`config.mk`:
```
export PLATFORM = sky130hd
export DESIGN_NAME = queue_from_two_stacks_core
export DESIGN_NICKNAME = d
export VERILOG_FILES = /design/src/rtl/qts_pkg.sv /design/src/rtl/qts_stack_mem.sv /design/src/rtl/queue_from_two_stacks_core.sv
export VERILOG_INCLUDE_DIRS = /design/src /design/src/rtl
export SDC_FILE = /design/constraint.sdc
export NUM_CORES = 1
export LEC_CHECK = 0
export BUFFER_PORTS_ARGS = -buffer_cell sky130_fd_sc_hd__buf_2
export CORE_ASPECT_RATIO = 1.25
export CORE_MARGIN = 2
export CORE_UTILIZATION = 60
export CTS_CLUSTER_SIZE = 40
export DETAILED_ROUTE_END_ITERATION = 12
export HOLD_SLACK_MARGIN = 0.12
export PLACE_DENSITY = 0.77
export SLEW_MARGIN = 30
export SYNTH_ARGS = -nofsm -noshare
export SYNTH_HDL_FRONTEND = slang
export SYNTH_SLANG_ARGS = --single-unit
```
`constraint.sdc`:
```
create_clock -name clk -period 7.3 [get_ports clk]
set_input_delay 1.095 -clock clk [delete_from_list [all_inputs] [get_ports clk]]
set_output_delay 1.095 -clock clk [all_outputs]
set_load 0.01 [all_outputs]
```
`src/rtl/queue_from_two_stacks_core_defines.svh`:
```
// assertion macros for the two-stack queue
`ifndef QUEUE_FROM_TWO_STACKS_CORE_DEFINES_SVH
`define QUEUE_FROM_TWO_STACKS_CORE_DEFINES_SVH

// same-cycle implication, checked outside reset
`define QTS_ASSERT_NOW(lbl, ante, cons) \
	lbl: assert property (@(posedge clk) disable iff (!arst_n) (ante) |-> (cons)) \
		else $error("qts assertion failed");

// next-cycle implication, checked outside reset
`define QTS_ASSERT_NEXT(lbl, ante, cons) \
	lbl: assert property (@(posedge clk) disable iff (!arst_n) (ante) |=> (cons)) \
		else $error("qts assertion failed");

`endif

```
`src/rtl/qts_pkg.sv`:
```
package qts_pkg;

	// default sizes
	localparam int DEPTH_DEF  = 16;
	localparam int DATA_W_DEF = 32;

	// fixed field widths
	localparam int VAL_W = 32;
	localparam int CAP_W = 5;

	localparam logic [CAP_W-1:0] CAP_RESET = 5'd16;

	// command codes
	localparam logic CMD_ENQ = 1'b0;
	localparam logic CMD_DEQ = 1'b1;

	// result status codes
	typedef enum logic [1:0] {
		STAT_OK        = 2'd0,
		STAT_OVERFLOW  = 2'd1,
		STAT_UNDERFLOW = 2'd2
	} status_t;

	// control sequencer states
	typedef enum logic [2:0] {
		ST_IDLE,
		ST_EXEC,
		ST_MOVE,
		ST_POP_RD,
		ST_RESP
	} state_t;

endpackage

```
`src/rtl/qts_stack_mem.sv`:
```
module qts_stack_mem #(
	parameter int DEPTH  = qts_pkg::DEPTH_DEF,
	parameter int DATA_W = qts_pkg::DATA_W_DEF
) (
	input  logic                     clk,
	input  logic                     we,
	input  logic [$clog2(DEPTH)-1:0] waddr,
	input  logic [DATA_W-1:0]        wdata,
	input  logic                     re,
	input  logic [$clog2(DEPTH)-1:0] raddr,
	output logic [DATA_W-1:0]        rdata
);

	logic [DATA_W-1:0] mem_q [DEPTH];
	logic [DATA_W-1:0] rdata_q;

	// one write port, one registered read port
	always_ff @(posedge clk) begin
		if (we) begin
			mem_q[waddr] <= wdata;
		end
		if (re) begin
			rdata_q <= mem_q[raddr];
		end
	end

	assign rdata = rdata_q;

endmodule

```
`src/rtl/queue_from_two_stacks_core.sv`:
```
// channel   | handshake              | payload
// ----------+------------------------+------------------------------
// input     | in_valid / in_stall    | command, value
// result    | out_valid / out_stall  | out_value, status
// config    | cfg_write              | cfg_data (capacity)
//
// enqueue, overflow and underflow pass through EXEC and RESP; a plain pop
// adds POP_RD for the pop memory read; a pop that refills the pop stack
// stays in MOVE, moving one entry per cycle through the push memory read
// port until the push stack is empty. No clearing pass after reset; counts reset to zero.
// The next item is taken in the cycle its predecessor's result enters the
// output register, which holds a stalled result while work goes on.
module queue_from_two_stacks_core #(
	parameter int DEPTH      = qts_pkg::DEPTH_DEF,
	parameter int DATA_WIDTH = qts_pkg::DATA_W_DEF
) (
	input  logic                            clk,
	input  logic                            arst_n,
	input  logic                            cfg_write,
	input  logic [qts_pkg::CAP_W-1:0]       cfg_data,
	input  logic                            in_valid,
	output logic                            in_stall,
	input  logic                            command,
	input  logic signed [qts_pkg::VAL_W-1:0] value,
	output logic                            out_valid,
	input  logic                            out_stall,
	output logic signed [qts_pkg::VAL_W-1:0] out_value,
	output logic [1:0]                      status
);

	import qts_pkg::*;

`include "queue_from_two_stacks_core_defines.svh"

	localparam int AW   = $clog2(DEPTH);
	localparam int CW   = $clog2(DEPTH + 1);
	localparam int CMPW = (CW > CAP_W) ? CW : CAP_W;

	state_t state_q, state_d;

	logic [CAP_W-1:0] cap_q;
	logic [CW-1:0]    push_cnt_q, pop_cnt_q;
	logic [AW-1:0]    mv_rd_q;
	logic             cmd_q;
	logic [VAL_W-1:0] val_q;
	logic [VAL_W-1:0] res_val_q;
	status_t          res_stat_q;
	logic             out_valid_q;
	logic [VAL_W-1:0] out_val_q;
	status_t          out_stat_q;

	logic              push_we, push_re, pop_we, pop_re;
	logic [AW-1:0]     push_raddr, pop_raddr, pop_waddr, push_top, pop_top;
	logic [DATA_WIDTH-1:0] push_wdata, push_rdata, pop_rdata;
	logic [VAL_W-1:0]  push_rd_ext, pop_rd_ext;

	logic in_xfer, out_free, out_load, overflow, move_last;

	// width conversion between the port values and the stored words
	generate
		if (DATA_WIDTH > VAL_W) begin : g_wide
			assign push_wdata  = {{(DATA_WIDTH-VAL_W){1'b0}}, val_q};
			assign push_rd_ext = push_rdata[VAL_W-1:0];
			assign pop_rd_ext  = pop_rdata[VAL_W-1:0];
		end else if (DATA_WIDTH == VAL_W) begin : g_same
			assign push_wdata  = val_q;
			assign push_rd_ext = push_rdata;
			assign pop_rd_ext  = pop_rdata;
		end else begin : g_narrow
			assign push_wdata  = val_q[DATA_WIDTH-1:0];
			assign push_rd_ext = {{(VAL_W-DATA_WIDTH){1'b0}}, push_rdata};
			assign pop_rd_ext  = {{(VAL_W-DATA_WIDTH){1'b0}}, pop_rdata};
		end
	endgenerate

	// handshake and status helpers
	assign out_free  = !out_valid_q || !out_stall;
	assign out_load  = (state_q == ST_RESP) && out_free;
	assign in_stall  = !((state_q == ST_IDLE) || out_load);
	assign in_xfer   = in_valid && !in_stall;
	assign overflow  = (CMPW'(push_cnt_q) >= CMPW'(cap_q)) || (push_cnt_q == CW'(DEPTH));
	assign push_top  = AW'(push_cnt_q - 1'b1);
	assign pop_top   = AW'(pop_cnt_q - 1'b1);
	assign move_last = (mv_rd_q == '0);

	// next state
	always_comb begin
		state_d = state_q;
		unique case (state_q)
			ST_IDLE: begin
				if (in_xfer) state_d = ST_EXEC;
			end
			ST_EXEC: begin
				if (cmd_q == CMD_ENQ) state_d = ST_RESP;
				else if (pop_cnt_q != '0) state_d = ST_POP_RD;
				else if (push_cnt_q != '0) state_d = ST_MOVE;
				else state_d = ST_RESP;
			end
			ST_MOVE: begin
				if (move_last) state_d = ST_RESP;
			end
			ST_POP_RD: begin
				state_d = ST_RESP;
			end
			ST_RESP: begin
				if (in_xfer) state_d = ST_EXEC;
				else if (out_load) state_d = ST_IDLE;
			end
			default: state_d = ST_IDLE;
		endcase
	end

	// memory controls
	always_comb begin
		push_we    = 1'b0;
		push_re    = 1'b0;
		push_raddr = push_top;
		pop_we     = 1'b0;
		pop_re     = 1'b0;
		pop_raddr  = pop_top;
		pop_waddr  = push_top - mv_rd_q;
		unique case (state_q)
			ST_EXEC: begin
				if (cmd_q == CMD_ENQ) begin
					push_we = !overflow;
				end else if (pop_cnt_q != '0) begin
					pop_re = 1'b1;
				end else if (push_cnt_q != '0) begin
					push_re = 1'b1;
				end
			end
			ST_MOVE: begin
				pop_we     = 1'b1;
				push_re    = !move_last;
				push_raddr = mv_rd_q - 1'b1;
			end
			default: begin
			end
		endcase
	end

	// state and capacity register
	always_ff @(posedge clk or negedge arst_n) begin
		if (!arst_n) begin
			state_q <= ST_IDLE;
			cap_q   <= CAP_RESET;
		end else begin
			state_q <= state_d;
			if (cfg_write) cap_q <= cfg_data;
		end
	end

	// stack fill counts and transfer read pointer
	always_ff @(posedge clk or negedge arst_n) begin
		if (!arst_n) begin
			push_cnt_q <= '0;
			pop_cnt_q  <= '0;
			mv_rd_q    <= '0;
		end else begin
			if (state_q == ST_EXEC) begin
				if (cmd_q == CMD_ENQ) begin
					if (!overflow) push_cnt_q <= push_cnt_q + 1'b1;
				end else if (pop_cnt_q != '0) begin
					pop_cnt_q <= pop_cnt_q - 1'b1;
				end else if (push_cnt_q != '0) begin
					mv_rd_q <= push_top;
				end
			end else if (state_q == ST_MOVE) begin
				if (move_last) begin
					pop_cnt_q  <= push_cnt_q - 1'b1;
					push_cnt_q <= '0;
				end else begin
					mv_rd_q <= mv_rd_q - 1'b1;
				end
			end
		end
	end

	// captured item
	always_ff @(posedge clk) begin
		if (in_xfer) begin
			cmd_q <= command;
			val_q <= value;
		end
	end

	// pending result
	always_ff @(posedge clk) begin
		if (state_q == ST_EXEC) begin
			res_val_q <= '0;
			if (cmd_q == CMD_ENQ) res_stat_q <= overflow ? STAT_OVERFLOW : STAT_OK;
			else if (pop_cnt_q == '0 && push_cnt_q == '0) res_stat_q <= STAT_UNDERFLOW;
			else res_stat_q <= STAT_OK;
		end else if (state_q == ST_POP_RD) begin
			res_val_q <= pop_rd_ext;
		end else if (state_q == ST_MOVE && move_last) begin
			res_val_q <= push_rd_ext;
		end
	end

	// output register
	always_ff @(posedge clk or negedge arst_n) begin
		if (!arst_n) begin
			out_valid_q <= 1'b0;
		end else if (out_load) begin
			out_valid_q <= 1'b1;
		end else if (!out_stall) begin
			out_valid_q <= 1'b0;
		end
	end

	always_ff @(posedge clk) begin
		if (out_load) begin
			out_val_q  <= res_val_q;
			out_stat_q <= res_stat_q;
		end
	end

	assign out_valid = out_valid_q;
	assign out_value = out_val_q;
	assign status    = out_stat_q;

	// push stack storage
	qts_stack_mem #(
		.DEPTH  (DEPTH),
		.DATA_W (DATA_WIDTH)
	) u_push_mem (
		.clk   (clk),
		.we    (push_we),
		.waddr (push_cnt_q[AW-1:0]),
		.wdata (push_wdata),
		.re    (push_re),
		.raddr (push_raddr),
		.rdata (push_rdata)
	);

	// pop stack storage
	qts_stack_mem #(
		.DEPTH  (DEPTH),
		.DATA_W (DATA_WIDTH)
	) u_pop_mem (
		.clk   (clk),
		.we    (pop_we),
		.waddr (pop_waddr),
		.wdata (push_rdata),
		.re    (pop_re),
		.raddr (pop_raddr),
		.rdata (pop_rdata)
	);

	// checks
	`QTS_ASSERT_NOW(a_push_cnt_range, 1'b1, push_cnt_q <= CW'(DEPTH))
	`QTS_ASSERT_NOW(a_move_pop_empty, state_q == ST_MOVE, pop_cnt_q == '0 && push_cnt_q != '0)
	`QTS_ASSERT_NEXT(a_accept_exec, in_valid && !in_stall, state_q == ST_EXEC)
	`QTS_ASSERT_NOW(a_status_code, out_valid_q, status != 2'd3)

endmodule
```
==> metrics.md <==
| Metric | Value |
|---|---|
| H-tree levels | `3` |
| Setup Fix Bufs, Post-CTS | `0` |
| Worst clock skew | `0.0367 ns` |
| Register bit total from synthesis | `around 1200` |
| Initial antenna violation count | `1` |
| Async S/R FF share, synth | `1.90%` |
| Worst setup SP type | `register` |
| CTS resizes | `0` |
| Synth cell count leaders | `1157 x edfxtp_1, 224 x mux4_2, 195 x nor2b_1` |
| DRT iter0 DRCs | `2901` |
| Vias per inst | `approximately 6.7` |
| CTS Buf Count | `109` |
| Cell Area, Synth | `approximately 0.048 sq mm` |
| Detail Placement HPWL | `56.6 mm` |
| Top-area cell type share of the netlist area | `between 70 and 80%` |
| Chip Height | `around 320 um` |
| Seq. cell area | `~0.036 sq mm` |
| Leak pwr | `approximately 17 nW` |
| Hold_buf cts | `0` |
| Fmax | `243 MHz` |
| Later-pin clock latency in the skew report | `0.70 ns` |
| Die width | `257 um` |
| Worst hold margin | `about 0.4 ns` |
| PwrDens | `roughly 430 mW/mm^2` |
| Post-synth top flop | `edfxtp_1` |
| Worst slew margin | `30.5%` |
| N_diodes | `0` |
| Min Clock Period, post-route | `approximately 4.1 ns` |
| Number of max-cap violations | `0` |
| Reg clk slew, reported paths | `about 0.060 ns` |
| Area of the multi-input gates | `0.0114 sq mm` |
| Gr ovfl total | `0` |
| Peak supply drop | `between 0.0005 and 0.0006 V` |
| Synth warnings | `0` |
| Final ANT Viol Nets | `0` |
| Setup tns final | `0 ns` |
| Share of layout cells above drive strength 1 | `21.7%` |
| Area grow syn2layout | `10.9%` |
| CTS sink cnt | `about 1200` |
| Status | `complete, no violations` |
| Final Hold Viols | `0` |
| Top cells by area, synth | `edfxtp_1 72%, mux4_2 11%, a221oi_1 3.5%, nor2b_1 2.5%, dfxtp_1 1.3%` |
| Initial Util | `60.8%` |
| # port buffers | `78` |
| Detailed Routing Iterations Pass 1 | `6` |
| Nets | `2699` |
| Worst Path Arrival | `roughly 4.6 ns` |
| Synth Net Count | `2630` |
| Distinct cells, synth | `55` |
| Detailed-route wire length | `~110 mm` |
| CTS tree | `yes` |
| Gate Count Post-Synth | `around 2600` |
| Fillers | `around 5000` |
| Worst slew pin tran | `roughly 1.0 ns` |
| Most frequent cell after synthesis | `edfxtp_1` |
| Post-DR wirelength/cell | `between 20 and 30 um` |
| Worst-path maximum fanout | `75` |
| Core Rows | `115` |
| Die ar. | `0.0823 sq mm` |
| Residual DRC | `0` |
| Hold Path Class | `in -> async` |
| Worst Setup End Kind | `register` |
| GP Congestion | `0.797` |
| Crit path required time | `~7.8 ns` |
| Root buf cell | `clkbuf_16` |
| Synth area leader | `edfxtp_1` |
| Max-slew violation count | `0` |
| Total Power | `between 20 and 25 mW` |
| Mean Syn Cell Area | `~19 sq um` |
| WS Path Type | `reg -> reg` |
| Pin count of the biggest net entering global routing | `around 190` |
| Total GRT Usage | `27.2%` |
| # IOs | `79` |
| Final setup fails | `0` |
| Period utilisation layout | `56.3%` |
| Register area share after synthesis | `74.9%` |
| RSZ-0062 raised after global routing | `false` |
| CTS Buffer Depth | `3` |
| Vias in the first global route | `26100` |
| Number of flops mapped to enable cells by yosys | `roughly 1200` |
| Core ar. | `between 0.07 and 0.08 sq mm` |
| First-pass GRT wire length | `between 150 and 200 mm` |
| Vias | `roughly 25000` |
[stage by stage]
stage | instances | utilization [%] | area, sq um | worst slack, ns
2_1_floorplan | 2570 | - | 48000 | 2.03
3_3_place_gp | 3580 | 62.8 | 49600 | 3.19
3_5_place_dp | 3580 | 62.8 | 49600 | 3.03
4_1_cts | 3783 | 67.3 | 53200 | 3.01
5_1_grt | 3784 | 67.4 | 53200 | 3.04
6_report | 3784 | 67.4 | 53200 | 3.19
[layout make-up]
cell class	count	area share, %
multi-input combinational	1156	21.4
sequential	1212	67.6
tap	1053	2.48
inverter	19	0.134
clock buffer	150	5.72
clock inverter	53	0.931
timing repair buffer	141	1.72
[final timing paths]
path                            cells past startpoint          start                  end  slack [ns]
worst min register to register                      0  res_stat_q[0]            status[0]        0.43
worst max register to register                      7     state_q[1]  u_push_mem.rdata[8]        3.19
min in group clk                                    0  res_stat_q[0]            status[0]        0.43
worst max-delay path                                7     state_q[1]  u_push_mem.rdata[8]        3.19
worst min-delay path                                1         arst_n        push_cnt_q[1]        0.40
max in group asynchronous                           1         arst_n         pop_cnt_q[0]        6.44
[per-layer routing]
metal	part of all wire, %	vias up	routed length, um	GRT usage, %
met2	52	1443	57300	47.0
li1	-	10700	-	-
met5	0.0081	-	9	0
met4	3.8	2	4230	11.3
met1	35	13000	39300	34.5
met3	8.9	295	9820	4.51
[worst max-delay path, stage by stage (launching register included)]
cell,delay [ns]
dfrtp_1,0.51
nor3b_4,0.26
buf_4,0.72
mux2i_4,0.81
buf_4,0.91
a221oi_1,0.16
o21ai_1,0.21
and4_1,0.28
[cell usage in the layout, fill, tap and decap left out, types with 16 or more instances in the layout]
cell and instances:
edfxtp_1 1157, mux4_2 224, nor2b_1 195, a221oi_1 192, nand2_1 122, clkbuf_16 111
buf_2 78, o21ai_1 73, nand3_1 71, buf_4 58, nor2_1 45, o21ai_0 38
and4_1 32, a311oi_1 32, dfxtp_1 32, clkbuf_1 27, clkinv_2 23, dfrtp_1 19
inv_1 18, nor3_2 16
[sequential cells by signal (all words and copies together) (netlist names)]
name / count
cap_q: 5
cmd_q: 1
mv_rd_q: 4
out_valid: 1
out_value: 32
pop_cnt_q: 5
push_cnt_q: 5
push_wdata: 32
res_stat_q: 2
res_val_q: 32
state_q: 3
status: 2
u_pop_mem.mem_q: 512
u_pop_mem.rdata: 32
u_push_mem.mem_q: 512
u_push_mem.rdata: 32
[kinds of logic (layout without fill, tap and decap cells)]
| group | Yosys count | in the layout | share of synthesized area (%) |
|---|---|---|---|
| XOR/XNOR | 13 | 13 | 0.310 |
| AO/OA/AOI/OAI | 368 | 368 | 5.71 |
| buffers and inverters | 202 | 363 | 1.91 |
| multiplexers | 233 | 233 | 10.7 |
| AND/OR/NAND/NOR | 525 | 525 | 5.98 |
| flip-flops | 1212 | 1212 | 74.9 |
| adder cells (fa/ha/maj) | 17 | 17 | 0.459 |
[report_power, final]
group / switching, mW / total, mW / internal, mW
Clock: 2.43 / 5.65 / 3.23
Combinational: 4.59 / 7.63 / 3.04
Sequential: 0.727 / 9.72 / 9.00
Total: 7.75 / 23.0 / 15.3
Note: power is estimated with default switching activity, not from simulation.
